### config.mk
export PLATFORM = sky130hd
export DESIGN_NAME = convex_hull_graham_scan_unit_flat
export DESIGN_NICKNAME = d
export VERILOG_FILES = /design/src/design/chgs_pkg.sv /design/src/design/chgs_if.sv /design/src/design/chgs_turn.sv /design/src/design/convex_hull_graham_scan_unit.sv /design/src/flat_wrapper.sv
export SDC_FILE = /design/constraint.sdc
export NUM_CORES = 2
export LEC_CHECK = 0
export BUFFER_PORTS_ARGS = -buffer_cell sky130_fd_sc_hd__buf_2
export CAP_MARGIN = 20
export CELL_PAD_IN_SITES_DETAIL_PLACEMENT = 0
export CELL_PAD_IN_SITES_GLOBAL_PLACEMENT = 1
export CORE_MARGIN = 3
export CORE_UTILIZATION = 35
export CTS_CLUSTER_DIAMETER = 60
export DETAILED_ROUTE_END_ITERATION = 6
export GPL_TIMING_DRIVEN = 0
export PLACE_DENSITY_LB_ADDON = 0.12
export SYNTH_ARGS = -nofsm -noshare
export SYNTH_HDL_FRONTEND = slang
export SYNTH_SLANG_ARGS = --single-unit
### constraint.sdc
create_clock -name clk -period 14.33 [get_ports clk]
set_input_delay 0.7165 -clock clk [delete_from_list [all_inputs] [get_ports clk]]
set_output_delay 0.7165 -clock clk [all_outputs]
set_load 0.05 [all_outputs]
### src/design/chgs_pkg.sv
// ----------------------------------------------------------------------------
// chgs_pkg
// shared codes and types for the convex hull graham scan unit
// ----------------------------------------------------------------------------
`timescale 1ns / 1ps

package chgs_pkg;

  typedef logic [1:0] turn_t;
  typedef logic [1:0] status_t;

  localparam turn_t TURN_COL = 2'd0;
  localparam turn_t TURN_CW  = 2'd1;
  localparam turn_t TURN_CCW = 2'd2;

  localparam status_t STAT_VERTEX = 2'd0;
  localparam status_t STAT_NONE   = 2'd1;
  localparam status_t STAT_SINGLE = 2'd2;

  localparam int MIN_HULL = 3;

  typedef struct packed {
    logic  done;
    turn_t turn;
  } turn_rsp_t;

endpackage

### src/design/chgs_if.sv
// ----------------------------------------------------------------------------
// chgs_if
// point input and hull vertex output channels
// ----------------------------------------------------------------------------
`timescale 1ns / 1ps

interface chgs_in_if #(parameter int COORD_BITS = 16);
  logic                         valid;
  logic                         ready;
  logic signed [COORD_BITS-1:0] coord_x;
  logic signed [COORD_BITS-1:0] coord_z;
  logic                         last_point;

  modport source (output valid, output coord_x, output coord_z, output last_point,
                  input ready);
  modport sink (input valid, input coord_x, input coord_z, input last_point,
                output ready);
endinterface

interface chgs_out_if #(parameter int COORD_BITS = 16);
  logic                         valid;
  logic                         ready;
  logic signed [COORD_BITS-1:0] hull_x;
  logic signed [COORD_BITS-1:0] hull_z;
  logic [1:0]                   hull_status;
  logic                         overflowed;
  logic                         last_vertex;

  modport source (output valid, output hull_x, output hull_z, output hull_status,
                  output overflowed, output last_vertex, input ready);
  modport sink (input valid, input hull_x, input hull_z, input hull_status,
                input overflowed, input last_vertex, output ready);
endinterface

### src/design/chgs_turn.sv
// ----------------------------------------------------------------------------
// chgs_turn
// orientation of a -> b -> c through one shared multiplier
// ----------------------------------------------------------------------------
`timescale 1ns / 1ps

module chgs_turn
  import chgs_pkg::*;
#(
  parameter int COORD_BITS = 16
) (
  input  logic                         clk,
  input  logic                         rst_n,
  input  logic                         start,
  input  logic signed [COORD_BITS-1:0] ax,
  input  logic signed [COORD_BITS-1:0] az,
  input  logic signed [COORD_BITS-1:0] bx,
  input  logic signed [COORD_BITS-1:0] bz,
  input  logic signed [COORD_BITS-1:0] cx,
  input  logic signed [COORD_BITS-1:0] cz,
  output turn_rsp_t                    rsp
);

  localparam int DW = COORD_BITS + 1;
  localparam int PW = 2 * DW;

  logic [1:0]           step_r, step_nxt;
  logic signed [DW-1:0] d1_r, d2_r, d3_r, d4_r;
  logic signed [PW-1:0] lhs_r;
  turn_t                res_r;
  logic signed [DW-1:0] mul_a, mul_b;
  logic signed [PW-1:0] prod;

  assign mul_a = (step_r == 2'd1) ? d1_r : d3_r;
  assign mul_b = (step_r == 2'd1) ? d2_r : d4_r;
  assign prod  = mul_a * mul_b;

  always_comb begin
    step_nxt = step_r;
    case (step_r)
      2'd0: if (start) step_nxt = 2'd1;
      2'd1: step_nxt = 2'd2;
      2'd2: step_nxt = 2'd3;
      default: step_nxt = 2'd0;
    endcase
  end

  always_ff @(posedge clk) begin
    if (!rst_n) begin
      step_r <= 2'd0;
    end else begin
      step_r <= step_nxt;
    end
  end

  always_ff @(posedge clk) begin
    if (step_r == 2'd0 && start) begin
      d1_r <= DW'(bz) - DW'(az);
      d2_r <= DW'(cx) - DW'(bx);
      d3_r <= DW'(bx) - DW'(ax);
      d4_r <= DW'(cz) - DW'(bz);
    end
    if (step_r == 2'd1) lhs_r <= prod;
    if (step_r == 2'd2) begin
      if (lhs_r == prod)     res_r <= TURN_COL;
      else if (lhs_r > prod) res_r <= TURN_CW;
      else                   res_r <= TURN_CCW;
    end
  end

  assign rsp.done = (step_r == 2'd3);
  assign rsp.turn = res_r;

endmodule

### src/design/convex_hull_graham_scan_unit.sv
// ----------------------------------------------------------------------------
// convex_hull_graham_scan_unit
// sequence: points load one per cycle; after the last point the pivot search reads
//   each point, the insertion sort shifts each point into place, and the collinear
//   pass and stack scan step per point or pop, all paced by the single orientation
//   unit and the point memory, which has one read port
// throughput: one hull set at a time; each vertex word needs a stack read, a point read
// reset: sync active-low rst_n clears sequencer, point count, overflow and output valid
// ----------------------------------------------------------------------------
`timescale 1ns / 1ps

module convex_hull_graham_scan_unit
  import chgs_pkg::*;
#(
  parameter int MAX_POINTS = 64,
  parameter int COORD_BITS = 16
) (
  input logic          clk,
  input logic          rst_n,
  chgs_in_if.sink      in_bus,
  chgs_out_if.source   out_bus
);

  localparam int CB = COORD_BITS;
  localparam int CW = $clog2(MAX_POINTS + 1);
  localparam int IW = $clog2(MAX_POINTS);

  localparam logic [5:0] S_IDLE = 6'd0,  S_PV_RD = 6'd1,  S_PV_CMP = 6'd2,
                         S_SW_RD = 6'd3, S_SW_W1 = 6'd4,  S_SW_W2 = 6'd5,
                         S_SO_RDI = 6'd6, S_SO_LDI = 6'd7, S_SO_CHK = 6'd8,
                         S_SO_LDP = 6'd9, S_SO_GO = 6'd10, S_SO_WAIT = 6'd11,
                         S_SO_WR = 6'd12, S_DD_RD = 6'd13, S_DD_LD = 6'd14,
                         S_DD_CHK = 6'd15, S_DD_LDN = 6'd16, S_DD_GO = 6'd17,
                         S_DD_WAIT = 6'd18, S_DD_END = 6'd19, S_SC_I0 = 6'd20,
                         S_SC_I1 = 6'd21, S_SC_I2 = 6'd22, S_SC_CHK = 6'd23,
                         S_SC_LDC = 6'd24, S_SC_GO = 6'd25, S_SC_WAIT = 6'd26,
                         S_SC_PS = 6'd27, S_SC_PM = 6'd28, S_EM_RS = 6'd29,
                         S_EM_RM = 6'd30, S_EM_LD = 6'd31, S_ONE = 6'd32;

  // point and stack memories
  logic [2*CB-1:0] pt_mem [MAX_POINTS];
  logic [IW-1:0]   stk_mem [MAX_POINTS];
  logic [2*CB-1:0] pt_rdata, pt_wdata;
  logic [IW-1:0]   pt_raddr, pt_waddr, stk_raddr, stk_waddr, stk_rdata, stk_wdata;
  logic            pt_re, pt_we, stk_re, stk_we;

  always_ff @(posedge clk) begin
    if (pt_we) pt_mem[pt_waddr] <= pt_wdata;
    if (pt_re) pt_rdata <= pt_mem[pt_raddr];
    if (stk_we) stk_mem[stk_waddr] <= stk_wdata;
    if (stk_re) stk_rdata <= stk_mem[stk_raddr];
  end

  logic [5:0]           state_r, state_nxt;
  logic [CW-1:0]        cnt_r, cnt_nxt, n_r, n_nxt, i_r, i_nxt, j_r, j_nxt;
  logic [CW-1:0]        m_r, m_nxt, k_r, k_nxt, sd_r, sd_nxt;
  logic                 ovf_r, ovf_nxt;
  logic [IW-1:0]        piv_idx_r, piv_idx_nxt;
  logic signed [CB-1:0] piv_x_r, piv_x_nxt, piv_z_r, piv_z_nxt;
  logic signed [CB-1:0] ra_x_r, ra_x_nxt, ra_z_r, ra_z_nxt;
  logic signed [CB-1:0] rb_x_r, rb_x_nxt, rb_z_r, rb_z_nxt;
  logic signed [CB-1:0] rc_x_r, rc_x_nxt, rc_z_r, rc_z_nxt;
  status_t              one_stat_r, one_stat_nxt;

  logic                 out_valid_r, out_valid_nxt;
  logic signed [CB-1:0] hull_x_r, hull_x_nxt, hull_z_r, hull_z_nxt;
  status_t              hull_status_r, hull_status_nxt;
  logic                 ovfl_out_r, ovfl_out_nxt, last_r, last_nxt;

  logic                 turn_start;
  turn_rsp_t            turn_rsp;
  logic signed [CB-1:0] rd_x, rd_z;
  logic                 out_free, in_acc;
  logic signed [CB:0]   dbx, dbz, dcx, dcz;
  logic [CB+1:0]        l1_b, l1_c;
  logic                 ahead;

  chgs_turn #(.COORD_BITS(CB)) u_turn (
    .clk   (clk),
    .rst_n (rst_n),
    .start (turn_start),
    .ax    (ra_x_r),
    .az    (ra_z_r),
    .bx    (rb_x_r),
    .bz    (rb_z_r),
    .cx    (rc_x_r),
    .cz    (rc_z_r),
    .rsp   (turn_rsp)
  );

  assign rd_x     = pt_rdata[2*CB-1:CB];
  assign rd_z     = pt_rdata[CB-1:0];
  assign out_free = !out_valid_r || out_bus.ready;
  assign in_acc   = in_bus.valid && in_bus.ready;
  assign in_bus.ready = (state_r == S_IDLE);

  // manhattan distance from the pivot, exact order along one ray
  always_comb begin
    dbx  = (CB+1)'(rb_x_r) - (CB+1)'(ra_x_r);
    dbz  = (CB+1)'(rb_z_r) - (CB+1)'(ra_z_r);
    dcx  = (CB+1)'(rc_x_r) - (CB+1)'(ra_x_r);
    dcz  = (CB+1)'(rc_z_r) - (CB+1)'(ra_z_r);
    l1_b = (CB+2)'(dbx[CB] ? -dbx : dbx) + (CB+2)'(dbz[CB] ? -dbz : dbz);
    l1_c = (CB+2)'(dcx[CB] ? -dcx : dcx) + (CB+2)'(dcz[CB] ? -dcz : dcz);
    ahead = (turn_rsp.turn == TURN_CCW) || ((turn_rsp.turn == TURN_COL) && (l1_b < l1_c));
  end

  always_comb begin
    state_nxt = state_r;
    cnt_nxt = cnt_r;  n_nxt = n_r;  i_nxt = i_r;  j_nxt = j_r;
    m_nxt = m_r;  k_nxt = k_r;  sd_nxt = sd_r;  ovf_nxt = ovf_r;
    piv_idx_nxt = piv_idx_r;  piv_x_nxt = piv_x_r;  piv_z_nxt = piv_z_r;
    ra_x_nxt = ra_x_r;  ra_z_nxt = ra_z_r;  rb_x_nxt = rb_x_r;  rb_z_nxt = rb_z_r;
    rc_x_nxt = rc_x_r;  rc_z_nxt = rc_z_r;  one_stat_nxt = one_stat_r;
    out_valid_nxt = out_valid_r && !out_bus.ready;
    hull_x_nxt = hull_x_r;  hull_z_nxt = hull_z_r;  hull_status_nxt = hull_status_r;
    ovfl_out_nxt = ovfl_out_r;  last_nxt = last_r;
    pt_re = 1'b0;  pt_raddr = '0;  pt_we = 1'b0;  pt_waddr = '0;  pt_wdata = '0;
    stk_re = 1'b0;  stk_raddr = '0;  stk_we = 1'b0;  stk_waddr = '0;  stk_wdata = '0;
    turn_start = 1'b0;

    case (state_r)
      S_IDLE: begin
        if (in_acc) begin
          n_nxt = cnt_r;
          if (cnt_r < CW'(MAX_POINTS)) begin
            pt_we    = 1'b1;
            pt_waddr = cnt_r[IW-1:0];
            pt_wdata = {in_bus.coord_x, in_bus.coord_z};
            cnt_nxt  = cnt_r + CW'(1);
            n_nxt    = cnt_r + CW'(1);
          end else begin
            ovf_nxt = 1'b1;
          end
          if (in_bus.last_point) begin
            i_nxt     = '0;
            state_nxt = S_PV_RD;
          end
        end
      end

      // pivot search
      S_PV_RD: begin
        pt_re     = 1'b1;
        pt_raddr  = i_r[IW-1:0];
        i_nxt     = i_r + CW'(1);
        state_nxt = S_PV_CMP;
      end
      S_PV_CMP: begin
        if (i_r == CW'(1) || rd_z < piv_z_r || (rd_z == piv_z_r && rd_x < piv_x_r)) begin
          piv_x_nxt   = rd_x;
          piv_z_nxt   = rd_z;
          piv_idx_nxt = IW'(i_r - CW'(1));
        end
        state_nxt = (i_r < n_r) ? S_PV_RD : S_SW_RD;
      end
      S_SW_RD: begin
        pt_re     = 1'b1;
        pt_raddr  = '0;
        state_nxt = S_SW_W1;
      end
      S_SW_W1: begin
        pt_we     = 1'b1;
        pt_waddr  = piv_idx_r;
        pt_wdata  = pt_rdata;
        state_nxt = S_SW_W2;
      end
      S_SW_W2: begin
        pt_we    = 1'b1;
        pt_waddr = '0;
        pt_wdata = {piv_x_r, piv_z_r};
        ra_x_nxt = piv_x_r;
        ra_z_nxt = piv_z_r;
        m_nxt    = CW'(1);
        if (n_r > CW'(2)) begin
          i_nxt     = CW'(2);
          state_nxt = S_SO_RDI;
        end else if (n_r == CW'(2)) begin
          i_nxt     = CW'(1);
          state_nxt = S_DD_RD;
        end else begin
          state_nxt = S_DD_END;
        end
      end

      // insertion sort by angle around the pivot
      S_SO_RDI: begin
        pt_re     = 1'b1;
        pt_raddr  = i_r[IW-1:0];
        state_nxt = S_SO_LDI;
      end
      S_SO_LDI: begin
        rb_x_nxt  = rd_x;
        rb_z_nxt  = rd_z;
        j_nxt     = i_r;
        state_nxt = S_SO_CHK;
      end
      S_SO_CHK: begin
        if (j_r > CW'(1)) begin
          pt_re     = 1'b1;
          pt_raddr  = IW'(j_r - CW'(1));
          state_nxt = S_SO_LDP;
        end else begin
          state_nxt = S_SO_WR;
        end
      end
      S_SO_LDP: begin
        rc_x_nxt  = rd_x;
        rc_z_nxt  = rd_z;
        state_nxt = S_SO_GO;
      end
      S_SO_GO: begin
        turn_start = 1'b1;
        state_nxt  = S_SO_WAIT;
      end
      S_SO_WAIT: begin
        if (turn_rsp.done) begin
          if (ahead) begin
            pt_we     = 1'b1;
            pt_waddr  = j_r[IW-1:0];
            pt_wdata  = {rc_x_r, rc_z_r};
            j_nxt     = j_r - CW'(1);
            state_nxt = S_SO_CHK;
          end else begin
            state_nxt = S_SO_WR;
          end
        end
      end
      S_SO_WR: begin
        pt_we    = 1'b1;
        pt_waddr = j_r[IW-1:0];
        pt_wdata = {rb_x_r, rb_z_r};
        if ((i_r + CW'(1)) < n_r) begin
          i_nxt     = i_r + CW'(1);
          state_nxt = S_SO_RDI;
        end else begin
          i_nxt     = CW'(1);
          state_nxt = S_DD_RD;
        end
      end

      // keep only the farthest of each run collinear with the pivot
      S_DD_RD: begin
        pt_re     = 1'b1;
        pt_raddr  = i_r[IW-1:0];
        state_nxt = S_DD_LD;
      end
      S_DD_LD: begin
        rb_x_nxt  = rd_x;
        rb_z_nxt  = rd_z;
        state_nxt = S_DD_CHK;
      end
      S_DD_CHK: begin
        if ((i_r + CW'(1)) < n_r) begin
          pt_re     = 1'b1;
          pt_raddr  = IW'(i_r + CW'(1));
          state_nxt = S_DD_LDN;
        end else begin
          pt_we     = 1'b1;
          pt_waddr  = m_r[IW-1:0];
          pt_wdata  = {rb_x_r, rb_z_r};
          m_nxt     = m_r + CW'(1);
          state_nxt = S_DD_END;
        end
      end
      S_DD_LDN: begin
        rc_x_nxt  = rd_x;
        rc_z_nxt  = rd_z;
        state_nxt = S_DD_GO;
      end
      S_DD_GO: begin
        turn_start = 1'b1;
        state_nxt  = S_DD_WAIT;
      end
      S_DD_WAIT: begin
        if (turn_rsp.done) begin
          if (turn_rsp.turn != TURN_COL) begin
            pt_we    = 1'b1;
            pt_waddr = m_r[IW-1:0];
            pt_wdata = {rb_x_r, rb_z_r};
            m_nxt    = m_r + CW'(1);
          end
          rb_x_nxt  = rc_x_r;
          rb_z_nxt  = rc_z_r;
          i_nxt     = i_r + CW'(1);
          state_nxt = S_DD_CHK;
        end
      end
      S_DD_END: begin
        if (m_r < CW'(MIN_HULL)) begin
          one_stat_nxt = STAT_NONE;
          state_nxt    = S_ONE;
        end else begin
          state_nxt = S_SC_I0;
        end
      end

      // stack scan
      S_SC_I0: begin
        stk_we    = 1'b1;
        stk_waddr = '0;
        stk_wdata = '0;
        pt_re     = 1'b1;
        pt_raddr  = IW'(1);
        state_nxt = S_SC_I1;
      end
      S_SC_I1: begin
        stk_we    = 1'b1;
        stk_waddr = IW'(1);
        stk_wdata = IW'(1);
        ra_x_nxt  = rd_x;
        ra_z_nxt  = rd_z;
        pt_re     = 1'b1;
        pt_raddr  = IW'(2);
        state_nxt = S_SC_I2;
      end
      S_SC_I2: begin
        stk_we    = 1'b1;
        stk_waddr = IW'(2);
        stk_wdata = IW'(2);
        rb_x_nxt  = rd_x;
        rb_z_nxt  = rd_z;
        sd_nxt    = CW'(3);
        i_nxt     = CW'(3);
        state_nxt = S_SC_CHK;
      end
      S_SC_CHK: begin
        if (i_r < m_r) begin
          pt_re     = 1'b1;
          pt_raddr  = i_r[IW-1:0];
          state_nxt = S_SC_LDC;
        end else begin
          k_nxt     = '0;
          state_nxt = S_EM_RS;
        end
      end
      S_SC_LDC: begin
        rc_x_nxt  = rd_x;
        rc_z_nxt  = rd_z;
        state_nxt = S_SC_GO;
      end
      S_SC_GO: begin
        turn_start = 1'b1;
        state_nxt  = S_SC_WAIT;
      end
      S_SC_WAIT: begin
        if (turn_rsp.done) begin
          if (turn_rsp.turn == TURN_CCW) begin
            stk_we    = 1'b1;
            stk_waddr = sd_r[IW-1:0];
            stk_wdata = i_r[IW-1:0];
            sd_nxt    = sd_r + CW'(1);
            ra_x_nxt  = rb_x_r;
            ra_z_nxt  = rb_z_r;
            rb_x_nxt  = rc_x_r;
            rb_z_nxt  = rc_z_r;
            i_nxt     = i_r + CW'(1);
            state_nxt = S_SC_CHK;
          end else if (sd_r == CW'(2)) begin
            one_stat_nxt = STAT_SINGLE;
            state_nxt    = S_ONE;
          end else begin
            sd_nxt    = sd_r - CW'(1);
            rb_x_nxt  = ra_x_r;
            rb_z_nxt  = ra_z_r;
            stk_re    = 1'b1;
            stk_raddr = IW'(sd_r - CW'(3));
            state_nxt = S_SC_PS;
          end
        end
      end
      S_SC_PS: begin
        pt_re     = 1'b1;
        pt_raddr  = stk_rdata;
        state_nxt = S_SC_PM;
      end
      S_SC_PM: begin
        ra_x_nxt  = rd_x;
        ra_z_nxt  = rd_z;
        state_nxt = S_SC_GO;
      end

      // vertex output
      S_EM_RS: begin
        stk_re    = 1'b1;
        stk_raddr = k_r[IW-1:0];
        state_nxt = S_EM_RM;
      end
      S_EM_RM: begin
        pt_re     = 1'b1;
        pt_raddr  = stk_rdata;
        state_nxt = S_EM_LD;
      end
      S_EM_LD: begin
        if (out_free) begin
          out_valid_nxt   = 1'b1;
          hull_x_nxt      = rd_x;
          hull_z_nxt      = rd_z;
          hull_status_nxt = STAT_VERTEX;
          ovfl_out_nxt    = ovf_r;
          last_nxt        = ((k_r + CW'(1)) == sd_r);
          if ((k_r + CW'(1)) == sd_r) begin
            cnt_nxt   = '0;
            ovf_nxt   = 1'b0;
            state_nxt = S_IDLE;
          end else begin
            k_nxt     = k_r + CW'(1);
            state_nxt = S_EM_RS;
          end
        end
      end
      S_ONE: begin
        if (out_free) begin
          out_valid_nxt   = 1'b1;
          hull_x_nxt      = (one_stat_r == STAT_SINGLE) ? piv_x_r : '0;
          hull_z_nxt      = (one_stat_r == STAT_SINGLE) ? piv_z_r : '0;
          hull_status_nxt = one_stat_r;
          ovfl_out_nxt    = ovf_r;
          last_nxt        = 1'b1;
          cnt_nxt         = '0;
          ovf_nxt         = 1'b0;
          state_nxt       = S_IDLE;
        end
      end
      default: state_nxt = S_IDLE;
    endcase
  end

  always_ff @(posedge clk) begin
    if (!rst_n) begin
      state_r     <= S_IDLE;
      cnt_r       <= '0;
      ovf_r       <= 1'b0;
      out_valid_r <= 1'b0;
    end else begin
      state_r     <= state_nxt;
      cnt_r       <= cnt_nxt;
      ovf_r       <= ovf_nxt;
      out_valid_r <= out_valid_nxt;
    end
  end

  always_ff @(posedge clk) begin
    n_r           <= n_nxt;
    i_r           <= i_nxt;
    j_r           <= j_nxt;
    m_r           <= m_nxt;
    k_r           <= k_nxt;
    sd_r          <= sd_nxt;
    piv_idx_r     <= piv_idx_nxt;
    piv_x_r       <= piv_x_nxt;
    piv_z_r       <= piv_z_nxt;
    ra_x_r        <= ra_x_nxt;
    ra_z_r        <= ra_z_nxt;
    rb_x_r        <= rb_x_nxt;
    rb_z_r        <= rb_z_nxt;
    rc_x_r        <= rc_x_nxt;
    rc_z_r        <= rc_z_nxt;
    one_stat_r    <= one_stat_nxt;
    hull_x_r      <= hull_x_nxt;
    hull_z_r      <= hull_z_nxt;
    hull_status_r <= hull_status_nxt;
    ovfl_out_r    <= ovfl_out_nxt;
    last_r        <= last_nxt;
  end

  assign out_bus.valid       = out_valid_r;
  assign out_bus.hull_x      = hull_x_r;
  assign out_bus.hull_z      = hull_z_r;
  assign out_bus.hull_status = hull_status_r;
  assign out_bus.overflowed  = ovfl_out_r;
  assign out_bus.last_vertex = last_r;

endmodule

### src/flat_wrapper.sv
// flat-port wrapper written by rule: the top's interface ports become plain ports
module convex_hull_graham_scan_unit_flat import chgs_pkg::*;
#(
  parameter int MAX_POINTS = 64,
  parameter int COORD_BITS = 16
)
  (clk, rst_n, in_bus_valid, in_bus_coord_x, in_bus_coord_z, in_bus_last_point, in_bus_ready, out_bus_valid, out_bus_hull_x, out_bus_hull_z, out_bus_hull_status, out_bus_overflowed, out_bus_last_vertex, out_bus_ready);
  chgs_in_if #(.COORD_BITS(COORD_BITS)) in_bus_i ();
  chgs_out_if #(.COORD_BITS(COORD_BITS)) out_bus_i ();
  input logic clk;
  input logic rst_n;
  input wire logic [$bits(in_bus_i.valid)-1:0] in_bus_valid;
  input wire logic [$bits(in_bus_i.coord_x)-1:0] in_bus_coord_x;
  input wire logic [$bits(in_bus_i.coord_z)-1:0] in_bus_coord_z;
  input wire logic [$bits(in_bus_i.last_point)-1:0] in_bus_last_point;
  output wire logic [$bits(in_bus_i.ready)-1:0] in_bus_ready;
  output wire logic [$bits(out_bus_i.valid)-1:0] out_bus_valid;
  output wire logic [$bits(out_bus_i.hull_x)-1:0] out_bus_hull_x;
  output wire logic [$bits(out_bus_i.hull_z)-1:0] out_bus_hull_z;
  output wire logic [$bits(out_bus_i.hull_status)-1:0] out_bus_hull_status;
  output wire logic [$bits(out_bus_i.overflowed)-1:0] out_bus_overflowed;
  output wire logic [$bits(out_bus_i.last_vertex)-1:0] out_bus_last_vertex;
  input wire logic [$bits(out_bus_i.ready)-1:0] out_bus_ready;
  assign in_bus_i.valid = in_bus_valid;
  assign in_bus_i.coord_x = in_bus_coord_x;
  assign in_bus_i.coord_z = in_bus_coord_z;
  assign in_bus_i.last_point = in_bus_last_point;
  assign in_bus_ready = in_bus_i.ready;
  assign out_bus_valid = out_bus_i.valid;
  assign out_bus_hull_x = out_bus_i.hull_x;
  assign out_bus_hull_z = out_bus_i.hull_z;
  assign out_bus_hull_status = out_bus_i.hull_status;
  assign out_bus_overflowed = out_bus_i.overflowed;
  assign out_bus_last_vertex = out_bus_i.last_vertex;
  assign out_bus_i.ready = out_bus_ready;
  convex_hull_graham_scan_unit #(.MAX_POINTS(MAX_POINTS), .COORD_BITS(COORD_BITS)) u_core (.clk(clk), .rst_n(rst_n), .in_bus(in_bus_i), .out_bus(out_bus_i));
endmodule
==> summary.txt <==
Type of element capturing the critical path: flop
Number of warnings reported in the yosys synthesis log: 0
Number of distinct library cell variants in the gate-level netlist after synthesis: 94
Share of the yosys chip area belonging to registers: 63.1%
Top cell type's share of synthesized area: 62.9%
Number of failing setup endpoints in the final timing report: 0
Final std cells w/o fill: 17016
Final critical delay including setup and external delays: 12340 ps
Commonest cells in the netlist: sky130_fd_sc_hd__edfxtp_1 (2788), sky130_fd_sc_hd__nand2_1 (2719), sky130_fd_sc_hd__nand3_1 (902)
Most instantiated library cell after synthesis: sky130_fd_sc_hd__edfxtp_1
Maximum number of pins on one net before global-route repair: 65
Detail Route Antenna Nets: 0
RSZ-0062 raised after global routing: no
Avg Synthesized Cell Area: 12.0 µm²
Most frequently used flop master after synthesis: sky130_fd_sc_hd__edfxtp_1
Post CTS Setup Buffer Count: 0
Post-Synth Adder-Cell Area: 7.82%
Vias per std cell: 5.66
Overall die area: 388000 µm²
Max-capacitance violation count: 0
Number of top-level pins: 75
Cell total after placement: 16367
Ratio of cells with drive above 1 in the final layout: 10.0%
Die Width: 623 µm
Status: finished with violations
Clock tree from TritonCTS: done
Actual slew at the worst max-slew pin: 1370 ps
# rows: 225
Global-route wire length before repair: 754000 µm
Clock-pin slew reported for the worst setup and hold paths after clock tree synthesis: 50 ps
Simple-gate share of the synthesized area: 15.2%
H-tree levels: 5
Total power density per cell area: 144 nW/µm²
Worst min-delay path category: in -> reg
Worst path setup slack after routing: 1990 ps
Violated checks: design-rule violations
Critical path data arrival time: 12940 ps
Post-DP HPWL: 410000 µm
Headroom to the max-slew limit: 8.75%
Setup Skew: 134 ps
Via Count: 96358
Post-synthesis mux area share: 1.54%
GRT Residual Overflow: 0
Maximum single-stage delay on the critical path: 1030 ps
Worst path slowest cell: sky130_fd_sc_hd__mux2i_1
All-Layer GR Usage: 27.8%
Worst-skew pair later-pin latency: 980 ps
Worst ir drop on vdd: 0.000124 V
Maximum count of clock buffers along a single path: 4
Count of filler cells inserted in the layout: 35620
Hold-fix buffer count after cts: 0
DR DRC count: 5
Ys async rst share: 0%
Crit share post-route: 86.1%
Routed length per instance: 32.5 µm
Total Routed Length: 553000 µm
Synth area leader: sky130_fd_sc_hd__edfxtp_1
Clock Sink Count: 2805
Leak pwr: 0.0578 µW
Synthesis-stage register bit count: 2805
Combinational family with the most area after synthesis: simple AND/OR/NAND/NOR gates
Post-synthesis xor/xnor area fraction: 1.54%
Fin. max-slew vios: 0
Vias in the first global route: 92767
Starting density of the core: 35.3%
Post-synth EDFFs: 2788
Maximum fanout along the worst path: 13
Hold violation total from the final report: 0
Gates resized, CTS repair: 0
Total Nets Final: 12418
Gp weighted congestion: 0.957
Type of the setup path with the least slack: reg -> reg
Core outline area: 377000 µm²
Synthesized cell area: 133000 µm²
Compound-Gate Fraction of Synth Area: 7.14%
Setup Slack @ Placement: 2000 ps
Cell occurring most often along the worst timing path: sky130_fd_sc_hd__fa_1
Fmax achieved: 0.0811 GHz
Number of instances in the synthesized netlist: 11074
Synth area leaders: sky130_fd_sc_hd__edfxtp_1 (63%), sky130_fd_sc_hd__nand2_1 (7.7%), sky130_fd_sc_hd__fa_1 (4.6%)
Count of port buffers added during placement: 74
CTS Root Cell: sky130_fd_sc_hd__clkbuf_16
Worst setup SP type: flop
Area growth syn-to-layout: 17.1%
CTS buffer count: 345
Net count after synthesis: 11760
Crit path required time: 14930 ps
Number of violations reported at the end of detailed-routing iteration 0: 11672
DIE HEIGHT: 623 µm
Antenna violations before repair: 40
Router iterations before antenna repair: 7
-- critical path, delay by kind of cell, from the launching register on --
| kind | cells | cell delay [ps] |
|---|---|---|
| AOI/OAI and AO/OA | 12 | 3890 |
| muxes | 1 | 1030 |
| DFF | 1 | 340 |
| adders and majority gates | 9 | 4050 |
| and+or+nand+nor | 4 | 590 |
| xor gates and xnor gates | 2 | 320 |
| buffers and inverters | 8 | 1820 |
-- registers in the layout, summed over array words and instances (netlist names), 17 cells and up --
name / cells
u_core.u_turn.d3_r: 17
u_core.u_turn.d4_r: 17
u_core.pt_rdata: 32
u_core.pt_mem: 2048
u_core.u_turn.lhs_r: 34
u_core.u_turn.d1_r: 17
u_core.u_turn.d2_r: 17
u_core.stk_mem: 384
-- power by group --
| part | total [µW] | internal, µW | leakage, µW | switching [µW] |
|---|---|---|---|---|
| clock | 8570 | 4940 | 0.00529 | 3630 |
| sequential | 9510 | 9340 | 0.0255 | 175 |
| combinational | 4380 | 1020 | 0.0271 | 3360 |
-- final cells by class --
cell class / instances / area, µm² / area share, %
repair buffers: 311 / 4480 / 2.87
flip-flops and latches: 2805 / 84100 / 53.9
plain buffers: 586 / 2620 / 1.68
clock inverters: 221 / 2050 / 1.31
multi-input cells: 7080 / 45200 / 29.0
inverters: 603 / 2260 / 1.45
clock buffers: 402 / 8930 / 5.73
diodes: 14 / 35.0 / 0.0225
well taps: 4994 / 6250 / 4.01
-- routing by layer --
metal / part of all wire [%] / global-route usage (%) / wire length (µm) / vias up
met1: 39 / 35.6 / 217000 / 49242
met4: 6.1 / 14.4 / 33700 / 10
met2: 47 / 45.2 / 258000 / 4586
li1: - / - / - / 41427
met3: 8.0 / 4.61 / 44500 / 1093
met5: 0.011 / 0 / 62 / -
-- placed cells by master, fill, tap and decap left out, types with 31 or more instances in the layout --
master | netlist | final
sky130_fd_sc_hd__buf_1 | 56 | 55
sky130_fd_sc_hd__buf_2 | 178 | 255
sky130_fd_sc_hd__o21a_1 | 31 | 31
sky130_fd_sc_hd__inv_1 | 600 | 600
sky130_fd_sc_hd__a21oi_1 | 199 | 199
sky130_fd_sc_hd__nand4_1 | 64 | 64
sky130_fd_sc_hd__clkbuf_16 | 0 | 349
sky130_fd_sc_hd__nor2_4 | 0 | 65
sky130_fd_sc_hd__a221o_1 | 38 | 38
sky130_fd_sc_hd__a32o_1 | 46 | 46
sky130_fd_sc_hd__a221oi_1 | 48 | 47
sky130_fd_sc_hd__nor2b_1 | 53 | 53
sky130_fd_sc_hd__a32oi_1 | 70 | 70
sky130_fd_sc_hd__buf_6 | 6 | 31
sky130_fd_sc_hd__mux2i_1 | 164 | 164
sky130_fd_sc_hd__clkinv_2 | 0 | 41
sky130_fd_sc_hd__clkbuf_1 | 306 | 357
sky130_fd_sc_hd__a222oi_1 | 67 | 67
sky130_fd_sc_hd__o21ai_0 | 150 | 149
sky130_fd_sc_hd__nand2_1 | 2719 | 2717
sky130_fd_sc_hd__xor2_1 | 71 | 71
sky130_fd_sc_hd__xnor2_1 | 163 | 163
sky130_fd_sc_hd__a21o_1 | 67 | 67
sky130_fd_sc_hd__ha_1 | 344 | 343
sky130_fd_sc_hd__clkinv_1 | 2 | 88
sky130_fd_sc_hd__and3_1 | 246 | 243
sky130_fd_sc_hd__a211oi_1 | 35 | 34
sky130_fd_sc_hd__nor2_1 | 469 | 401
sky130_fd_sc_hd__nor3_1 | 100 | 98
sky130_fd_sc_hd__edfxtp_1 | 2788 | 2788
sky130_fd_sc_hd__a311oi_1 | 87 | 87
sky130_fd_sc_hd__buf_16 | 0 | 50
sky130_fd_sc_hd__fa_1 | 305 | 305
sky130_fd_sc_hd__nand3_1 | 902 | 874
sky130_fd_sc_hd__buf_12 | 0 | 85
sky130_fd_sc_hd__buf_4 | 40 | 89
sky130_fd_sc_hd__mux2_2 | 32 | 32
sky130_fd_sc_hd__a31oi_1 | 230 | 229
-- cells by family after synthesis --
logic type | after synthesis
compound gates | 1309
fa+ha+maj | 649
simple gates | 4690
mux | 198
buf+inv | 1189
xor+xnor | 234
flops | 2805
-- path summary, 6_finish.rpt --
path / depth (start not counted) / from / slack, ps / end
worst max-delay path: 36 / u_core.u_turn.step_r[1] / 1990 / u_core.u_turn.res_r[1]
worst min-delay path: 2 / rst_n / 260 / u_core.u_turn.step_r[1]
worst max register to register: 36 / u_core.u_turn.step_r[1] / 1990 / u_core.u_turn.res_r[1]
worst min register to register: 0 / u_core.ovf_r / 450 / u_core.out_bus.overflowed
-- through the flow --
step | instance area (µm²) | util (%) | hold WS (ps) | setup TNS, ps | power [µW]
finish | 156000 | 41.3 | 261 | 0 | 22500
global route | 156000 | 41.3 | 248 | 0 | 23000
CTS | 156000 | 41.3 | 197 | 0 | 22500
detailed placement | 145000 | 38.4 | 419 | 0 | 13900
global placement | 140000 | 37.1 | 424 | -767970 | 13800
floorplan | 133000 | - | 408 | 0 | 11500
(Power assumes the default switching activity.)
